$ cat config.mk
export PLATFORM = sky130hd
export DESIGN_NAME = rdt_ctrl_flat
export DESIGN_NICKNAME = d
export VERILOG_FILES = /design/src/rtl/region_descriptor_table_macros.svh /design/src/rtl/rdt_pkg.sv /design/src/rtl/rdt_req_if.sv /design/src/rtl/rdt_ctrl.sv /design/src/flat_wrapper.sv
export SDC_FILE = /design/constraint.sdc
export NUM_CORES = 1
export LEC_CHECK = 0
export CAP_MARGIN = 10
export CORE_AREA = 4 4 590 592
export CTS_CLUSTER_SIZE = 25
export DETAILED_ROUTE_END_ITERATION = 12
export DIE_AREA = 0 0 594 596
export DONT_BUFFER_PORTS = 1
export GPL_TIMING_DRIVEN = 1
export SLEW_MARGIN = 20
export SYNTH_ARGS = -nofsm -noshare
export SYNTH_HDL_FRONTEND = slang
export SYNTH_SLANG_ARGS = --single-unit
$ cat constraint.sdc
create_clock -name i_clk -period 11.85 [get_ports i_clk]
set_input_delay 0.5925 -clock i_clk [delete_from_list [all_inputs] [get_ports i_clk]]
set_output_delay 0.5925 -clock i_clk [all_outputs]
set_load 0.03 [all_outputs]
$ cat src/rtl/region_descriptor_table_macros.svh
// Assertion helpers shared by the region table RTL.
`ifndef REGION_DESCRIPTOR_TABLE_MACROS_SVH
`define REGION_DESCRIPTOR_TABLE_MACROS_SVH

// Same-cycle implication, held off during reset.
`define RDT_ASSERT_NOW(lbl, clk, rst_n, ante, cons) \
    lbl: assert property (@(posedge clk) disable iff (!rst_n) (ante) |-> (cons)) \
        else $error("region table check failed");

// Next-cycle implication, held off during reset.
`define RDT_ASSERT_NEXT(lbl, clk, rst_n, ante, cons) \
    lbl: assert property (@(posedge clk) disable iff (!rst_n) (ante) |=> (cons)) \
        else $error("region table check failed");

`endif

$ cat src/rtl/rdt_pkg.sv
`timescale 1ns / 1ps
package rdt_pkg;

    localparam int RDT_TABLE_SLOTS = 16;

    typedef enum logic [1:0] {
        OP_CLEAR = 2'd0,
        OP_PUT   = 2'd1,
        OP_GET   = 2'd2
    } t_opcode;

    typedef enum logic [2:0] {
        STAT_OK        = 3'd0,
        STAT_BAD_ARG   = 3'd1,
        STAT_DUP       = 3'd2,
        STAT_FULL      = 3'd3,
        STAT_NOT_FOUND = 3'd4
    } t_status;

    typedef struct packed {
        logic [63:0] model;
        logic [63:0] generation;
        logic [31:0] provider;
        logic [31:0] shard;
        logic [63:0] offset;
        logic [63:0] length;
    } t_desc;

    typedef struct packed {
        logic [63:0] key;
        t_desc       desc;
    } t_entry;

    typedef struct packed {
        t_status     status;
        t_desc       desc;
        logic [4:0]  entry_count;
    } t_result;

    typedef struct packed {
        logic clear;
        logic write;
    } t_store_ctl;

    typedef enum logic [2:0] {
        S_IDLE,
        S_CLEAR,
        S_READ,
        S_CMP,
        S_DESC,
        S_WRITE,
        S_RESP
    } t_state;

endpackage

$ cat src/rtl/rdt_req_if.sv
`timescale 1ns / 1ps
interface rdt_req_if;
    logic        valid;
    logic        ready;
    logic [1:0]  opcode;
    logic [63:0] region_key;
    logic [63:0] region_model;
    logic [63:0] region_generation;
    logic [31:0] region_provider;
    logic [31:0] region_shard;
    logic [63:0] region_offset;
    logic [63:0] region_length;

    modport source (
        output valid, opcode, region_key, region_model, region_generation,
               region_provider, region_shard, region_offset, region_length,
        input  ready
    );
    modport sink (
        input  valid, opcode, region_key, region_model, region_generation,
               region_provider, region_shard, region_offset, region_length,
        output ready
    );
endinterface

$ cat src/rtl/rdt_ctrl.sv
`timescale 1ns / 1ps
module rdt_ctrl import rdt_pkg::*; #(
    parameter int TABLE_SLOTS = RDT_TABLE_SLOTS,
    parameter int IDX_W       = (TABLE_SLOTS > 1) ? $clog2(TABLE_SLOTS) : 1,
    parameter int CNT_W       = $clog2(TABLE_SLOTS + 1)
) (
    input  logic             i_clk,
    input  logic             i_rst_n,
    rdt_req_if.sink          i_req,
    output t_store_ctl       o_store_ctl,
    output logic [IDX_W-1:0] o_wr_addr,
    output t_entry           o_wr_entry,
    output logic [IDX_W-1:0] o_rd_addr,
    input  t_entry           i_rd_entry,
    input  logic             i_rd_valid,
    input  logic [CNT_W-1:0] i_count,
    output logic             o_res_valid,
    output t_result          o_res,
    input  logic             i_res_ready
);

    t_state           r_state, n_state;
    logic [1:0]       r_op, n_op;
    logic [63:0]      r_key, n_key;
    t_desc            r_desc, n_desc;
    logic [IDX_W-1:0] r_idx, n_idx;
    logic             r_free_found, n_free_found;
    logic [IDX_W-1:0] r_free_idx, n_free_idx;
    t_status          r_status, n_status;
    t_desc            r_read, n_read;

    logic accept;
    logic key_hit;
    logic desc_eq;
    logic last_slot;
    logic bad_arg;

    assign accept    = i_req.valid && i_req.ready;
    // Two compares on the read entry: slot key in S_CMP, stored descriptor in S_DESC.
    assign key_hit   = i_rd_valid && (i_rd_entry.key == r_key);
    assign desc_eq   = (i_rd_entry.desc == r_desc);
    assign last_slot = (r_idx == IDX_W'(TABLE_SLOTS - 1));

    always_comb begin
        case (i_req.opcode)
            OP_CLEAR: bad_arg = 1'b0;
            OP_PUT:   bad_arg = (i_req.region_key == '0) || (i_req.region_length == '0);
            OP_GET:   bad_arg = (i_req.region_key == '0);
            default:  bad_arg = 1'b1;
        endcase
    end

    // Next state
    always_comb begin
        n_state = r_state;
        case (r_state)
            S_IDLE: begin
                if (accept) begin
                    if (i_req.opcode == OP_CLEAR) begin
                        n_state = S_CLEAR;
                    end else if (bad_arg) begin
                        n_state = S_RESP;
                    end else begin
                        n_state = S_READ;
                    end
                end
            end
            S_CLEAR: n_state = S_RESP;
            S_READ:  n_state = S_CMP;
            S_CMP: begin
                if (key_hit) begin
                    n_state = (r_op == OP_PUT) ? S_DESC : S_RESP;
                end else if (last_slot) begin
                    if ((r_op == OP_PUT) && (r_free_found || !i_rd_valid)) begin
                        n_state = S_WRITE;
                    end else begin
                        n_state = S_RESP;
                    end
                end else begin
                    n_state = S_READ;
                end
            end
            S_DESC:  n_state = S_RESP;
            S_WRITE: n_state = S_RESP;
            S_RESP: begin
                if (i_res_ready) begin
                    n_state = S_IDLE;
                end
            end
            default: n_state = S_IDLE;
        endcase
    end

    // Outputs
    always_comb begin
        i_req.ready       = 1'b0;
        o_store_ctl.clear = 1'b0;
        o_store_ctl.write = 1'b0;
        o_res_valid       = 1'b0;
        case (r_state)
            // hold off the input while in reset
            S_IDLE:  i_req.ready       = i_rst_n;
            S_CLEAR: o_store_ctl.clear = 1'b1;
            S_WRITE: o_store_ctl.write = 1'b1;
            S_RESP:  o_res_valid       = 1'b1;
            default: ;
        endcase
    end

    assign o_rd_addr         = r_idx;
    assign o_wr_addr         = r_free_idx;
    assign o_wr_entry.key    = r_key;
    assign o_wr_entry.desc   = r_desc;
    assign o_res.status      = r_status;
    assign o_res.desc        = r_read;
    assign o_res.entry_count = 5'(i_count);

    // Datapath
    always_comb begin
        n_op         = r_op;
        n_key        = r_key;
        n_desc       = r_desc;
        n_idx        = r_idx;
        n_free_found = r_free_found;
        n_free_idx   = r_free_idx;
        n_status     = r_status;
        n_read       = r_read;
        case (r_state)
            S_IDLE: begin
                if (accept) begin
                    n_op              = i_req.opcode;
                    n_key             = i_req.region_key;
                    n_desc.model      = i_req.region_model;
                    n_desc.generation = i_req.region_generation;
                    n_desc.provider   = i_req.region_provider;
                    n_desc.shard      = i_req.region_shard;
                    n_desc.offset     = i_req.region_offset;
                    n_desc.length     = i_req.region_length;
                    n_idx             = '0;
                    n_free_found      = 1'b0;
                    n_read            = '0;
                    n_status          = STAT_BAD_ARG;
                end
            end
            S_CLEAR: n_status = STAT_OK;
            S_CMP: begin
                // remember the lowest free slot seen
                if (!i_rd_valid && !r_free_found) begin
                    n_free_found = 1'b1;
                    n_free_idx   = r_idx;
                end
                if (key_hit) begin
                    if (r_op == OP_GET) begin
                        n_status = STAT_OK;
                        n_read   = i_rd_entry.desc;
                    end
                end else if (last_slot) begin
                    n_status = (r_op == OP_PUT) ? STAT_FULL : STAT_NOT_FOUND;
                end else begin
                    n_idx = r_idx + 1'b1;
                end
            end
            S_DESC:  n_status = desc_eq ? STAT_OK : STAT_DUP;
            S_WRITE: n_status = STAT_OK;
            default: ;
        endcase
    end

    always_ff @(posedge i_clk) begin
        if (!i_rst_n) begin
            r_state <= S_IDLE;
        end else begin
            r_state <= n_state;
        end
    end

    always_ff @(posedge i_clk) begin
        r_op         <= n_op;
        r_key        <= n_key;
        r_desc       <= n_desc;
        r_idx        <= n_idx;
        r_free_found <= n_free_found;
        r_free_idx   <= n_free_idx;
        r_status     <= n_status;
        r_read       <= n_read;
    end

endmodule

$ cat src/flat_wrapper.sv
// flat-port wrapper written by rule: the top's interface ports become plain ports
module rdt_ctrl_flat import rdt_pkg::*;
#(
    parameter int TABLE_SLOTS = RDT_TABLE_SLOTS,
    parameter int IDX_W       = (TABLE_SLOTS > 1) ? $clog2(TABLE_SLOTS) : 1,
    parameter int CNT_W       = $clog2(TABLE_SLOTS + 1)
)
  (i_clk, i_rst_n, o_store_ctl, o_wr_addr, o_wr_entry, o_rd_addr, i_rd_entry, i_rd_valid, i_count, o_res_valid, o_res, i_res_ready, i_req_valid, i_req_opcode, i_req_region_key, i_req_region_model, i_req_region_generation, i_req_region_provider, i_req_region_shard, i_req_region_offset, i_req_region_length, i_req_ready);
  rdt_req_if i_req_i ();
  input  logic i_clk;
  input  logic i_rst_n;
  output t_store_ctl o_store_ctl;
  output logic [IDX_W-1:0] o_wr_addr;
  output t_entry o_wr_entry;
  output logic [IDX_W-1:0] o_rd_addr;
  input  t_entry i_rd_entry;
  input  logic i_rd_valid;
  input  logic [CNT_W-1:0] i_count;
  output logic o_res_valid;
  output t_result o_res;
  input  logic i_res_ready;
  input wire logic [$bits(i_req_i.valid)-1:0] i_req_valid;
  input wire logic [$bits(i_req_i.opcode)-1:0] i_req_opcode;
  input wire logic [$bits(i_req_i.region_key)-1:0] i_req_region_key;
  input wire logic [$bits(i_req_i.region_model)-1:0] i_req_region_model;
  input wire logic [$bits(i_req_i.region_generation)-1:0] i_req_region_generation;
  input wire logic [$bits(i_req_i.region_provider)-1:0] i_req_region_provider;
  input wire logic [$bits(i_req_i.region_shard)-1:0] i_req_region_shard;
  input wire logic [$bits(i_req_i.region_offset)-1:0] i_req_region_offset;
  input wire logic [$bits(i_req_i.region_length)-1:0] i_req_region_length;
  output wire logic [$bits(i_req_i.ready)-1:0] i_req_ready;
  assign i_req_i.valid = i_req_valid;
  assign i_req_i.opcode = i_req_opcode;
  assign i_req_i.region_key = i_req_region_key;
  assign i_req_i.region_model = i_req_region_model;
  assign i_req_i.region_generation = i_req_region_generation;
  assign i_req_i.region_provider = i_req_region_provider;
  assign i_req_i.region_shard = i_req_region_shard;
  assign i_req_i.region_offset = i_req_region_offset;
  assign i_req_i.region_length = i_req_region_length;
  assign i_req_ready = i_req_i.ready;
  rdt_ctrl #(.TABLE_SLOTS(TABLE_SLOTS), .IDX_W(IDX_W), .CNT_W(CNT_W)) u_core (.i_clk(i_clk), .i_rst_n(i_rst_n), .i_req(i_req_i), .o_store_ctl(o_store_ctl), .o_wr_addr(o_wr_addr), .o_wr_entry(o_wr_entry), .o_rd_addr(o_rd_addr), .i_rd_entry(i_rd_entry), .i_rd_valid(i_rd_valid), .i_count(i_count), .o_res_valid(o_res_valid), .o_res(o_res), .i_res_ready(i_res_ready));
endmodule
==> summary.md <==
Clock root buffer: clkbuf_16. For the pin count of the biggest net entering global routing, the log shows 120. The tools report the launch instance of the worst register-to-register path as u_core.r_key[56].

Setup violations remaining at the end of the flow were counted as 0. The setup check on the worst reg-to-reg path leaves a slack of 6.49 ns. For the worst-skew pair, the clock arrives at the later sink with an insertion delay of 0.85 ns. The cell total after placement is 6346, and the detailed placer's ending HPWL is 295000 um.

STA classifies the critical path endpoint as a flop. Buffers added to address setup during post-CTS repair amount to 0. The launch instance of the worst min-delay path is i_rd_entry[315].

The startpoint class of the critical path is a flop. The hold violation count in the final report came out at 0. After synthesis the cells add up to 28900 um2. The fraction of registers with async set or reset after synthesis was 0; the routed wire length was 347000 um. Synthesis produced a netlist with a net count of 2589.

Relative to the synthesized area, the layout overhead comes to 57.4%. The worst setup path is of the flop to flop kind. The worst max-slew margin expressed relative to the limit was 0.160. The floorplan die width is 594 um, and the clock period minus worst slack is 5.36 ns. At the end of the flow, the number of nets in the layout was 3353. Routability-driven placement finished with a final weighted congestion of 1.05.

The number of different library cells used by synthesis comes to 46. The logs give 0.0843 for the effective utilization at floorplan and 0 for the total global routing overflow. The type of the tightest min-delay check was input port to flop. 1504 I/O pins were placed. For this block, the via count after detailed routing is 23600. For this run, the number of Yosys warnings is 0. For the worst setup path, the data arrival time is 5.79 ns. In this run the core area contains 215 standard-cell rows. The logs give 342000 um2 for the area of the core and 0 for the number of max-cap violations.

Excluding fillers, the count of instances in the completed layout stands at 7292. The number of buffers added on ports was 0. Setup repair after global routing left no endpoint under its margin. The logs give 10.1 mW for the total design power and 3026 for the number of DRC violations after detailed-routing iteration 0. The peak supply drop came out at 199 uV. The floorplan step set the die height to 596 um.

The count of state elements after synthesis is 721. The flow ran to the end, and the final reports show no timing, DRC or antenna violations. Via count of the first global-routing pass: 23600.

The internal power of the cells totals 5.72 mW. The clock drives 721 sinks. The share of total power consumed by net switching is 0.431, and the maximum clock skew at final layout is 0.0801 ns. Before antenna repair, the detailed router went through 6 iterations.

Among all flip-flop cells after synthesis, the most frequent one is edfxtp_1. Once detail routing completed, the nets flagged for antenna violations numbered 0. The logs give 0 for the post-route DRC violation count and 14.8 nW for the standby leakage power. Portion of total power attributed to combinational logic: 0.169. The number of max-slew violations in the final report was 0. In this run the power density over the cells is 221 nW/um2.

Counting flops with a built-in enable in the synthesized netlist gives 718. Total negative slack: 0 ns. At the worst endpoint, the required time is 12.28 ns.

In the final routed layout, each cell accounts on average for 47.6 um. Measured in cells, the most critical reg-to-reg path has a length of 9. The share of total power in sequential cells is 0.512. The slew of the pin with the lowest slew margin was 1.25 ns; the average cell area after synthesis was 16.0 um2. The number of cells on the worst hold path was 1; the deepest clock path buffer count was 4. The H-tree generated during clock tree synthesis spans 3 levels. The fraction of power consumed by the clock network is 0.319, and the clock slew seen by the registers of the worst setup and hold paths is 0.06 ns. The die covers 354000 um2. For the gate count of the mapped netlist, the log shows 1805.

The run gives 4.34 mW as the switching power. For hold timing, the worst endpoint is u_core.o_res[320]. Final clock period utilization by the worst path: 0.452. The number of buffers created by CTS is 98, and the biggest fanout along the worst timing path is 63.

The initial antenna violation count is 100, and the aggregate global-route resource usage is 0.188. Derived from the worst setup path, the maximum achievable clock frequency is 0.187 GHz. The sequential share of the synthesized area was 0.749; the vias per cell was 3.24. The capture point of the worst reg-to-reg path was u_core.o_res[228].

The first global-routing pass estimated 401000 um of wire. The fraction of final layout cells sized beyond drive strength 1 works out to 0.0969. TritonCTS built the clock tree.
synth_stat cells, types with 3 or more instances:
cell type | n | area (um2)
nor2b_1 | 9 | 56.3
nand4_1 | 76 | 475
buf_4 | 5 | 37.5
edfxtp_1 | 718 | 21600
nand2b_1 | 6 | 37.5
xnor2_1 | 246 | 2150
nor4_1 | 78 | 488
o221ai_1 | 5 | 43.8
o22ai_1 | 21 | 131
a22o_1 | 11 | 96.3
and3_1 | 285 | 1780
o2bb2ai_1 | 12 | 105
a21oi_1 | 5 | 25.0
nor2_1 | 49 | 184
clkbuf_1 | 69 | 259
nand3_1 | 9 | 45.0
inv_2 | 6 | 22.5
dfxtp_1 | 3 | 60.1
inv_1 | 62 | 233
ha_1 | 4 | 50.1
nor3_1 | 5 | 25.0
o21ai_0 | 3 | 15.0
a221oi_1 | 7 | 61.3
nand2_1 | 7 | 26.3
xor2_1 | 76 | 666
layout make-up:
class / instances / area [um2]
Clock inverter: 67 / 855
Clock buffer: 106 / 2480
Antenna cell: 93 / 233
Sequential cell: 721 / 21600
Multi-Input combinational cell: 941 / 6900
Tap cell: 4557 / 5700
Timing Repair Buffer: 739 / 7400
Inverter: 68 / 263
Fill cell: 38100 / 297000
kinds of logic (layout without fill, tap and decap cells):
kind of cell / count (synthesis) / after routing / synth area share
flops: 721 / 721 / 0.749
simple gates: 534 / 534 / 0.111
xor+xnor: 322 / 322 / 0.0977
buf+inv: 143 / 980 / 0.0193
compound gates: 80 / 80 / 0.0214
fa+ha+maj: 4 / 4 / 0.00173
mux: 1 / 1 / 0.000347
other cells: 0 / 93 / 0
stage by stage:
step	worst slack [ns]	utilization	hold slack, ns	instance area [um2]
after detailed placement	6.36	0.102	0.645	35100
after CTS	6.38	0.132	0.00246	45200
after floorplan	2.34	-	0.561	28900
after global placement	6.13	0.101	0.612	34700
after global routing	6.22	0.132	0.0281	45400
final	6.49	0.133	0.0807	45500
routing by layer:
layer  GRT usage  wire length (um)  part of all wire  up-vias
li1            -                 -                 -     8555
met1       0.172            107000              0.31    11900
met2       0.304            158000              0.45     2409
met3       0.146             61900              0.18      677
met4      0.0868             20100             0.058       34
met5     0.00284               348            0.0010        -
state kept, by name, indices dropped and copies added (netlist names):
signal	count
u_core.r_op	2
u_core.r_key	64
u_core.o_wr_entry	320
u_core.o_res	320
u_core.o_wr_addr	4
u_core.r_state	3
u_core.r_status	3
u_core.o_rd_addr	4
u_core.r_free_found	1
power groups by stage:
stage               registers, mW  logic (mW)  clock network [mW]
floorplan                    4.48       0.749                   0
global placement             5.27        1.36                   0
detailed placement           5.22        1.46                   0
CTS                          5.19        1.71                3.29
global route                 5.22        1.78                3.37
finish                       5.15        1.70                3.21
layout by cell type (no fill, tap or decap), types with 11 or more instances in the layout:
| master | netlist | routed |
|---|---|---|
| clkbuf_16 | 0 | 98 |
| a22o_1 | 11 | 11 |
| and3_1 | 285 | 285 |
| o2bb2ai_1 | 12 | 11 |
| xnor2_1 | 246 | 243 |
| nor2_1 | 49 | 48 |
| o22ai_1 | 21 | 20 |
| nor4_1 | 78 | 59 |
| clkinv_2 | 0 | 13 |
| bufinv_16 | 0 | 14 |
| xor2_1 | 76 | 75 |
| nand4_1 | 76 | 76 |
| edfxtp_1 | 718 | 718 |
| diode_2 | 0 | 93 |
| dlygate4sd3_1 | 0 | 680 |
| inv_1 | 62 | 61 |
| clkinvlp_4 | 0 | 14 |
| buf_4 | 5 | 41 |
| nor4_2 | 1 | 18 |
worst max-delay path, cell delays in order, from the launching register on:
cell and delay, ns:
edfxtp_1 0.88, xnor2_1 0.20, nand4_1 0.35, nor4_1 0.48, nand4_1 0.38, nor2_1 0.42
nand3_1 0.19, nand2_4 0.45, buf_4 0.64, buf_4 0.74
timing repair:
item,in CTS,in global routing
hold buffers,680,0
hold endpoints to repair,684,0
gates resized for setup,0,0
how the worst max path moves through the flow:
stage,startpoint,end,slack [ns],cells after the start
3_5_place_dp,u_core.r_key[56],u_core.o_res[251],6.36,9
3_3_place_gp,u_core.r_key[61],u_core.o_res[100],6.13,9
2_1_floorplan,u_core.r_state[2],u_core.r_free_found,2.34,6
4_1_cts,u_core.r_key[56],u_core.o_res[239],6.38,9
5_1_grt,u_core.r_key[56],u_core.o_res[145],6.22,9
6_report,u_core.r_key[56],u_core.o_res[228],6.49,9
Note: power is estimated with default switching activity, not from simulation.
